File: src/sv/sst_pkg.sv
// shared types and constants for the small set table
package sst_pkg;

    localparam int CAPACITY = 16;
    localparam int IDX_W    = (CAPACITY > 1) ? $clog2(CAPACITY) : 1;
    localparam int CNT_W    = $clog2(CAPACITY + 1);
    localparam int KEY_W    = 32;

    typedef enum logic [1:0] {
        KIND_ADD      = 2'd0,
        KIND_REMOVE   = 2'd1,
        KIND_CONTAINS = 2'd2,
        KIND_LIST     = 2'd3
    } kind_t;

    typedef enum logic [2:0] {
        ST_ADDED    = 3'd0,
        ST_PRESENT  = 3'd1,
        ST_FULL     = 3'd2,
        ST_REMOVED  = 3'd3,
        ST_NOTFOUND = 3'd4,
        ST_FOUND    = 3'd5,
        ST_ELEMENT  = 3'd6,
        ST_EMPTY    = 3'd7
    } status_t;

    // controller to datapath
    typedef struct packed {
        logic take_req;     // latch the incoming request, clear list index
        logic emit_result;  // apply the request and load its single result
        logic emit_list;    // load the entry at the list index
    } cmd_t;

    // datapath to controller
    typedef struct packed {
        logic is_list;
        logic empty;
        logic idx_last;
    } sts_t;

endpackage

File: src/sv/sst_ctrl.sv
// controller state machine for the small set table
module sst_ctrl (
    input  logic          clk,
    input  logic          rst_n,
    input  logic          s_tvalid,
    output logic          s_tready,
    output logic          m_tvalid,
    input  logic          m_tready,
    output sst_pkg::cmd_t cmd,
    input  sst_pkg::sts_t sts
);
    import sst_pkg::*;

    typedef enum logic [2:0] {
        S_IDLE = 3'b001,
        S_EXEC = 3'b010,
        S_LIST = 3'b100
    } state_t;

    state_t state_reg, state_next;
    logic   out_valid_reg, out_valid_next;
    logic   out_free;

    assign out_free = !out_valid_reg || m_tready;
    assign m_tvalid = out_valid_reg;

    always_comb
    begin
        state_next = state_reg;
        cmd        = '0;
        s_tready   = 1'b0;
        unique case (state_reg)
            S_IDLE:
            begin
                s_tready = 1'b1;
                if (s_tvalid)
                begin
                    cmd.take_req = 1'b1;
                    state_next   = S_EXEC;
                end
            end
            S_EXEC:
            begin
                if (sts.is_list && !sts.empty)
                begin
                    state_next = S_LIST;
                end
                else if (out_free)
                begin
                    cmd.emit_result = 1'b1;
                    state_next      = S_IDLE;
                end
            end
            S_LIST:
            begin
                if (out_free)
                begin
                    cmd.emit_list = 1'b1;
                    if (sts.idx_last)
                    begin
                        state_next = S_IDLE;
                    end
                end
            end
            default:
            begin
                state_next = S_IDLE;
            end
        endcase
    end

    always_comb
    begin
        if (cmd.emit_result || cmd.emit_list)
        begin
            out_valid_next = 1'b1;
        end
        else if (m_tready)
        begin
            out_valid_next = 1'b0;
        end
        else
        begin
            out_valid_next = out_valid_reg;
        end
    end

    always_ff @(posedge clk or negedge rst_n)
    begin
        if (!rst_n)
        begin
            state_reg     <= S_IDLE;
            out_valid_reg <= 1'b0;
        end
        else
        begin
            state_reg     <= state_next;
            out_valid_reg <= out_valid_next;
        end
    end

endmodule

File: src/sv/sst_dpath.sv
// datapath of the small set table: entry registers, parallel compare, shift, result register
module sst_dpath (
    input  logic                         clk,
    input  logic                         rst_n,
    input  logic [1:0]                   req_kind,
    input  logic signed [sst_pkg::KEY_W-1:0] req_key,
    input  sst_pkg::cmd_t                cmd,
    output sst_pkg::sts_t                sts,
    output logic [2:0]                   out_status,
    output logic signed [sst_pkg::KEY_W-1:0] out_element,
    output logic                         out_last
);
    import sst_pkg::*;

    logic [KEY_W-1:0] entries_reg [CAPACITY];
    logic [CNT_W-1:0] count_reg, count_next;
    logic [IDX_W-1:0] idx_reg;
    kind_t            kind_reg;
    logic [KEY_W-1:0] key_reg;

    status_t          status_reg;
    logic [KEY_W-1:0] element_reg;
    logic             last_reg;

    logic [CAPACITY-1:0] match;
    logic [CAPACITY-1:0] shift_mask;
    logic                found;
    logic                full;
    logic                do_add;
    logic                do_remove;
    status_t             status_next;

    always_comb
    begin
        for (int i = 0; i < CAPACITY; i++)
        begin
            match[i] = (entries_reg[i] == key_reg) && (CNT_W'(i) < count_reg);
        end
        // slot i takes the entry above it when a match lies at or below slot i
        for (int i = 0; i < CAPACITY; i++)
        begin
            shift_mask[i] = |(match << (CAPACITY - 1 - i));
        end
    end

    assign found     = |match;
    assign full      = (count_reg == CNT_W'(CAPACITY));
    assign do_add    = cmd.emit_result && (kind_reg == KIND_ADD) && !found && !full;
    assign do_remove = cmd.emit_result && (kind_reg == KIND_REMOVE) && found;

    always_comb
    begin
        case (kind_reg)
            KIND_ADD:      status_next = found ? ST_PRESENT : (full ? ST_FULL : ST_ADDED);
            KIND_REMOVE:   status_next = found ? ST_REMOVED : ST_NOTFOUND;
            KIND_CONTAINS: status_next = found ? ST_FOUND : ST_NOTFOUND;
            default:       status_next = ST_EMPTY;
        endcase
    end

    always_comb
    begin
        count_next = count_reg;
        if (do_add)
        begin
            count_next = count_reg + CNT_W'(1);
        end
        else if (do_remove)
        begin
            count_next = count_reg - CNT_W'(1);
        end
    end

    assign sts.is_list  = (kind_reg == KIND_LIST);
    assign sts.empty    = (count_reg == '0);
    assign sts.idx_last = ((CNT_W'(idx_reg) + CNT_W'(1)) == count_reg);

    // control registers
    always_ff @(posedge clk or negedge rst_n)
    begin
        if (!rst_n)
        begin
            count_reg <= '0;
            idx_reg   <= '0;
        end
        else
        begin
            count_reg <= count_next;
            if (cmd.take_req)
            begin
                idx_reg <= '0;
            end
            else if (cmd.emit_list)
            begin
                idx_reg <= idx_reg + IDX_W'(1);
            end
        end
    end

    // table storage, no reset
    always_ff @(posedge clk)
    begin
        if (do_remove)
        begin
            for (int i = 0; i < CAPACITY - 1; i++)
            begin
                if (shift_mask[i])
                begin
                    entries_reg[i] <= entries_reg[i + 1];
                end
            end
        end
        else if (do_add)
        begin
            entries_reg[count_reg[IDX_W-1:0]] <= key_reg;
        end
    end

    // request and result payload
    always_ff @(posedge clk)
    begin
        if (cmd.take_req)
        begin
            kind_reg <= kind_t'(req_kind);
            key_reg  <= req_key;
        end
        if (cmd.emit_result)
        begin
            status_reg  <= status_next;
            element_reg <= '0;
            last_reg    <= 1'b1;
        end
        else if (cmd.emit_list)
        begin
            status_reg  <= ST_ELEMENT;
            element_reg <= entries_reg[idx_reg];
            last_reg    <= sts.idx_last;
        end
    end

    assign out_status  = status_reg;
    assign out_element = element_reg;
    assign out_last    = last_reg;

endmodule

File: src/sv/small_set_table.sv
// top level of the small set table: a set of distinct signed 32-bit keys
//
// input channel s_*: one beat is one request; s_tuser carries the request kind
//   (add, remove, contains, list) and s_tdata carries the key
// output channel m_*: m_tuser carries the status, m_tdata the stored key on
//   element beats (zero otherwise), m_tlast marks the final beat of a request
// add, remove and contains give one beat; list gives one beat per stored entry
//   in table order, or a single empty beat when the table holds nothing
// one request is in work at a time: a request is taken in the idle state and
//   its result is loaded into the output register in the execute state once
//   the output register is free; the compare against all entries and the
//   shift of later entries on remove happen in the cycle that loads the result
// a list request passes through intake and an execute state that checks the
//   count, then reads out one entry per cycle while the output register is free
// the result goes to an output register, so the next request is taken while
//   the previous result still waits on the output side
// a stalled output holds its beat; the controller waits before loading the next
// reset empties the table (count to zero) and drops any pending beat
module small_set_table (
    input  logic        clk,
    input  logic        rst_n,
    input  logic        s_tvalid,
    output logic        s_tready,
    input  logic [31:0] s_tdata,   // [31:0] key
    input  logic [1:0]  s_tuser,   // [1:0] kind
    output logic        m_tvalid,
    input  logic        m_tready,
    output logic [31:0] m_tdata,   // [31:0] element
    output logic [2:0]  m_tuser,   // [2:0] status
    output logic        m_tlast
);
    import sst_pkg::*;

    cmd_t                    cmd;
    sts_t                    sts;
    logic signed [KEY_W-1:0] key_in;
    logic signed [KEY_W-1:0] element_out;

    assign key_in  = s_tdata;
    assign m_tdata = element_out;

    // sequencing: request intake, execute, list readout, output valid
    sst_ctrl u_ctrl (
        .clk      (clk),
        .rst_n    (rst_n),
        .s_tvalid (s_tvalid),
        .s_tready (s_tready),
        .m_tvalid (m_tvalid),
        .m_tready (m_tready),
        .cmd      (cmd),
        .sts      (sts)
    );

    // table, compare lanes and result payload
    sst_dpath u_dpath (
        .clk         (clk),
        .rst_n       (rst_n),
        .req_kind    (s_tuser),
        .req_key     (key_in),
        .cmd         (cmd),
        .sts         (sts),
        .out_status  (m_tuser),
        .out_element (element_out),
        .out_last    (m_tlast)
    );

`ifndef NO_ASSERTIONS
    // only one request in work: intake closes right after a beat is taken
    assert property (@(posedge clk) disable iff (!rst_n)
        (s_tvalid && s_tready) |=> !s_tready)
        else $error("request taken while another is in work");

    // only element beats carry data
    assert property (@(posedge clk) disable iff (!rst_n)
        (m_tvalid && (m_tuser != ST_ELEMENT)) |-> (m_tdata == '0))
        else $error("non-element beat with nonzero data");

    // every non-element result is the final beat of its request
    assert property (@(posedge clk) disable iff (!rst_n)
        (m_tvalid && (m_tuser != ST_ELEMENT)) |-> m_tlast)
        else $error("non-element beat without last");
`endif

endmodule
File: config.mk
export PLATFORM = sky130hd
export DESIGN_NAME = small_set_table
export DESIGN_NICKNAME = d
export VERILOG_FILES = /design/src/sv/sst_pkg.sv /design/src/sv/sst_ctrl.sv /design/src/sv/sst_dpath.sv /design/src/sv/small_set_table.sv
export SDC_FILE = /design/constraint.sdc
export NUM_CORES = 1
export LEC_CHECK = 0
export BUFFER_PORTS_ARGS = -buffer_cell sky130_fd_sc_hd__buf_4
export CORE_MARGIN = 3
export CORE_UTILIZATION = 55
export DETAILED_ROUTE_END_ITERATION = 7
export PLACE_DENSITY = 0.71
export SETUP_SLACK_MARGIN = 0.1
export SYNTH_ARGS = -nofsm -noshare
export SYNTH_HDL_FRONTEND = slang
export SYNTH_SLANG_ARGS = --single-unit
File: constraint.sdc
create_clock -name clk -period 6.1 [get_ports clk]
set_input_delay 0.305 -clock clk [delete_from_list [all_inputs] [get_ports clk]]
set_output_delay 0.305 -clock clk [all_outputs]
set_load 0.05 [all_outputs]
==> flow_metrics.py <==
metrics = {
    "synth": {
        "yosysWarningCount": 0,
        "yosys-top-cells-area": "edfxtp_1 47%, mux2_2 13%, mux4_2 10%, xor2_1 7.2%, xnor2_1 5.9%",
        "synth_edf_count": 549,
        "yosysMostFrequentCell": "edfxtp_1",
        "synth.top_cell.area_share": 0.472,
        "yosysTopAreaCell": "edfxtp_1",
        "synth-async-reset-ratio": 0.0218,
        "synth.distinct_cells": 55,
        "syn-num-nets": 2490,
        "yosysSeqAreaShare": 0.500,
        "synthFlopType": "edfxtp_1",
        "ys_top_cells_by_count": "549 x edfxtp_1, 419 x mux2_2, 287 x xor2_1, 235 x xnor2_1, 160 x mux4_2",
        "ys_seq_elements": 595,
        "avgSynthCellArea_um2": 14.3,
        "syn_area_um2": 35000,
        "synthCells": 2446,
    },
    "sta": {
        "drv_slew": 0,
        "finalHoldViolations": 0,
        "fin_crit_ns": 5.31,
        "worst_pin_slew_ns": 1.22,
        "rsz0062_at_grt": "no",
        "setup_tns_ns": 0,
        "fmax_ghz": 0.188,
        "finalCritPeriodShare": 0.870,
        "setup_viol": 0,
        "skew_ns": 0.0233,
        "slew_headroom": 0.186,
    },
    "grt": {
        "grt_pass1_vias": 22136,
        "grt_max_degree": 59,
        "grtUsageTotal": 0.344,
        "antenna_found_initial": 6,
        "overflow": 0,
        "grt_pass1_wl_mm": 163,
    },
    "critical_path": {
        "critical_path_class": "register to register",
        "r2r_start": "u_dpath.key_reg[1]",
        "max_stage_delay_ns": 1.01,
        "crit_buf_inv": 1,
        "critPathTopFamily": "simple AND/OR/NAND/NOR gates",
        "arrival_ns": 5.56,
        "endpoint_kind": "register",
        "worstPathMaxFanout": 32,
        "worst_r2r_endpoint": "u_dpath.entries_reg[11][10]",
        "path_cells": "xor2_1, nor4_1, nand4_1, nor4_1, or4_1, or4b_1, nor4_4, nand2_2, o31ai_4, buf_4",
        "critical_path.startpoint_type": "register",
        "slowest_stage": "edfxtp_1",
        "reg2reg_slack_ns": 0.79,
        "reg2reg_depth": 10,
        "required_ns": 6.36,
        "critical_path.most_common_cell": "nor4_1",
    },
    "hold_path": {
        "hp-start": "m_tready",
        "hold_path_class": "input pin to register",
        "hold_end": "u_ctrl.m_tvalid",
        "hold_depth": 3,
    },
    "floorplanning": {
        "die_x_um": 258,
        "core_region_area_um2": 62300,
        "die_y_um": 258,
        "initial_core_util": 0.561,
        "ios": 76,
        "rows": 91,
        "fp.dieArea_um2": 66600,
    },
    "drt": {
        "via_count": 21917,
        "wl_per_cell_um": 33.6,
        "met3_length_mm": 8.36,
        "drtPass1Iterations": 5,
        "wl_mm": 114,
        "met2_length_mm": 53.4,
        "top_layer": "met4",
        "antenna_left": 0,
        "drc": 0,
        "wl_met1_mm": 44.4,
        "drt_first_iter_violations": 2600,
        "vias_per_cell": 6.49,
    },
    "pwr": {
        "power_leakage_uw": 0.0126,
        "peakVddDrop_uv": 278,
        "powerDensity_nw_per_um2": 284,
        "finalPower_uw": 11000,
    },
    "placement": {
        "routabilityCongestion": 1.01,
        "post-dp-hpwl_mm": 84.7,
        "port_buffers": 75,
    },
    "cts": {
        "cts_max_level": 3,
        "cts.sinks": 595,
        "holdBufCountCts": 36,
        "cts_tree": "done",
        "clk_pin_slew_worst_paths_ns": 0.06,
        "clock_path_buffers": 3,
        "post_cts_buffers": 0,
        "cts_resized": 0,
        "cts_root_buf": "clkbuf_16",
        "insertion_delay_ns": 0.62,
        "numCtsBuffers": 70,
    },
    "outcome": {
        "status": "complete, no violations",
    },
    "cells_and_area": {
        "areaGrowthSynthToFinish_pct": 10.7,
        "nNetsFinal": 2534,
        "largest_reg_flops": 512,
        "drive_gt1_frac": 0.345,
        "antennaDiodeCount": 0,
    },
    "flow_run": {
        "max-cap-violations": 0,
    },
}
cell families (layout without fill, tap and decap cells):
family	Yosys count	after routing	share of synthesized area
flops	595	595	0.500
mux	641	641	0.258
compound gates	80	80	0.0139
simple gates	355	355	0.0572
fa+ha+maj	6	6	0.00215
buf+inv	247	343	0.0379
xor+xnor	522	522	0.131
layout by cell type (no fill, tap or decap), types with 21 or more instances in the layout:
cell type      instances
edfxtp_1             549
mux2_2               419
xor2_1               287
xnor2_1              235
buf_4                171
mux4_2               160
nand2_1              106
nor4_1                78
clkbuf_16             72
nand4_1               65
mux2_1                62
a21oi_1               45
dlygate4sd3_1         36
dfxtp_1               33
nor2_1                21
power breakdown:
part	switching, uW	internal (uW)	leakage [uW]
Sequential	314	4550	0.00538
Combinational	1340	683	0.00620
Clock	1710	2370	0.00106
area by class of cell:
type,count,area [um2]
Sequential cell,595,17500
Fill cell,4802,23600
Clock buffer,90,1910
Timing Repair Buffer,211,1720
Tap cell,837,1050
Multi-Input combinational cell,1604,16200
Inverter,8,30.0
Clock inverter,34,272
worst max path at each step:
stage,startpoint,end,slack [ns],depth (start not counted)
6_report,u_dpath.key_reg[1],u_dpath.entries_reg[11][10],0.79,10
5_1_grt,u_dpath.key_reg[1],u_dpath.entries_reg[13][28],0.77,11
4_1_cts,u_dpath.key_reg[1],u_dpath.entries_reg[13][3],0.86,11
3_5_place_dp,u_dpath.key_reg[1],u_dpath.entries_reg[13][18],0.87,11
3_3_place_gp,u_dpath.key_reg[1],u_dpath.entries_reg[13][17],0.93,11
2_1_floorplan,u_dpath.key_reg[11],u_dpath.entries_reg[11][0],0.86,12
per-layer routing:
layer	global-route usage	vias to the layer above
li1	-	9355
met1	0.461	11277
met2	0.541	1051
met3	0.0540	234
met4	0.188	0
met5	0	-
worst register-to-register path, delay by kind of cell (launching register included):
family                 cells  cell delay [ns]
AND/OR/NAND/NOR            7             2.82
XOR/XNOR                   1             0.55
buffers and inverters      1             0.41
AO/OA/AOI/OAI              1             0.17
flip-flops                 1             1.01
through the flow:
step	cell area [um2]	setup WS (ns)	hold WS, ns	instances	util
final	38700	0.794	0.101	3379	0.621
after CTS	38700	0.864	0.0729	3379	0.621
after global placement	36100	0.935	0.170	3219	0.580
after global routing	38700	0.770	0.113	3379	0.621
after floorplan	35000	0.862	0.00941	2446	-
after detailed placement	36100	0.874	0.169	3219	0.580
(Power assumes the default switching activity.)
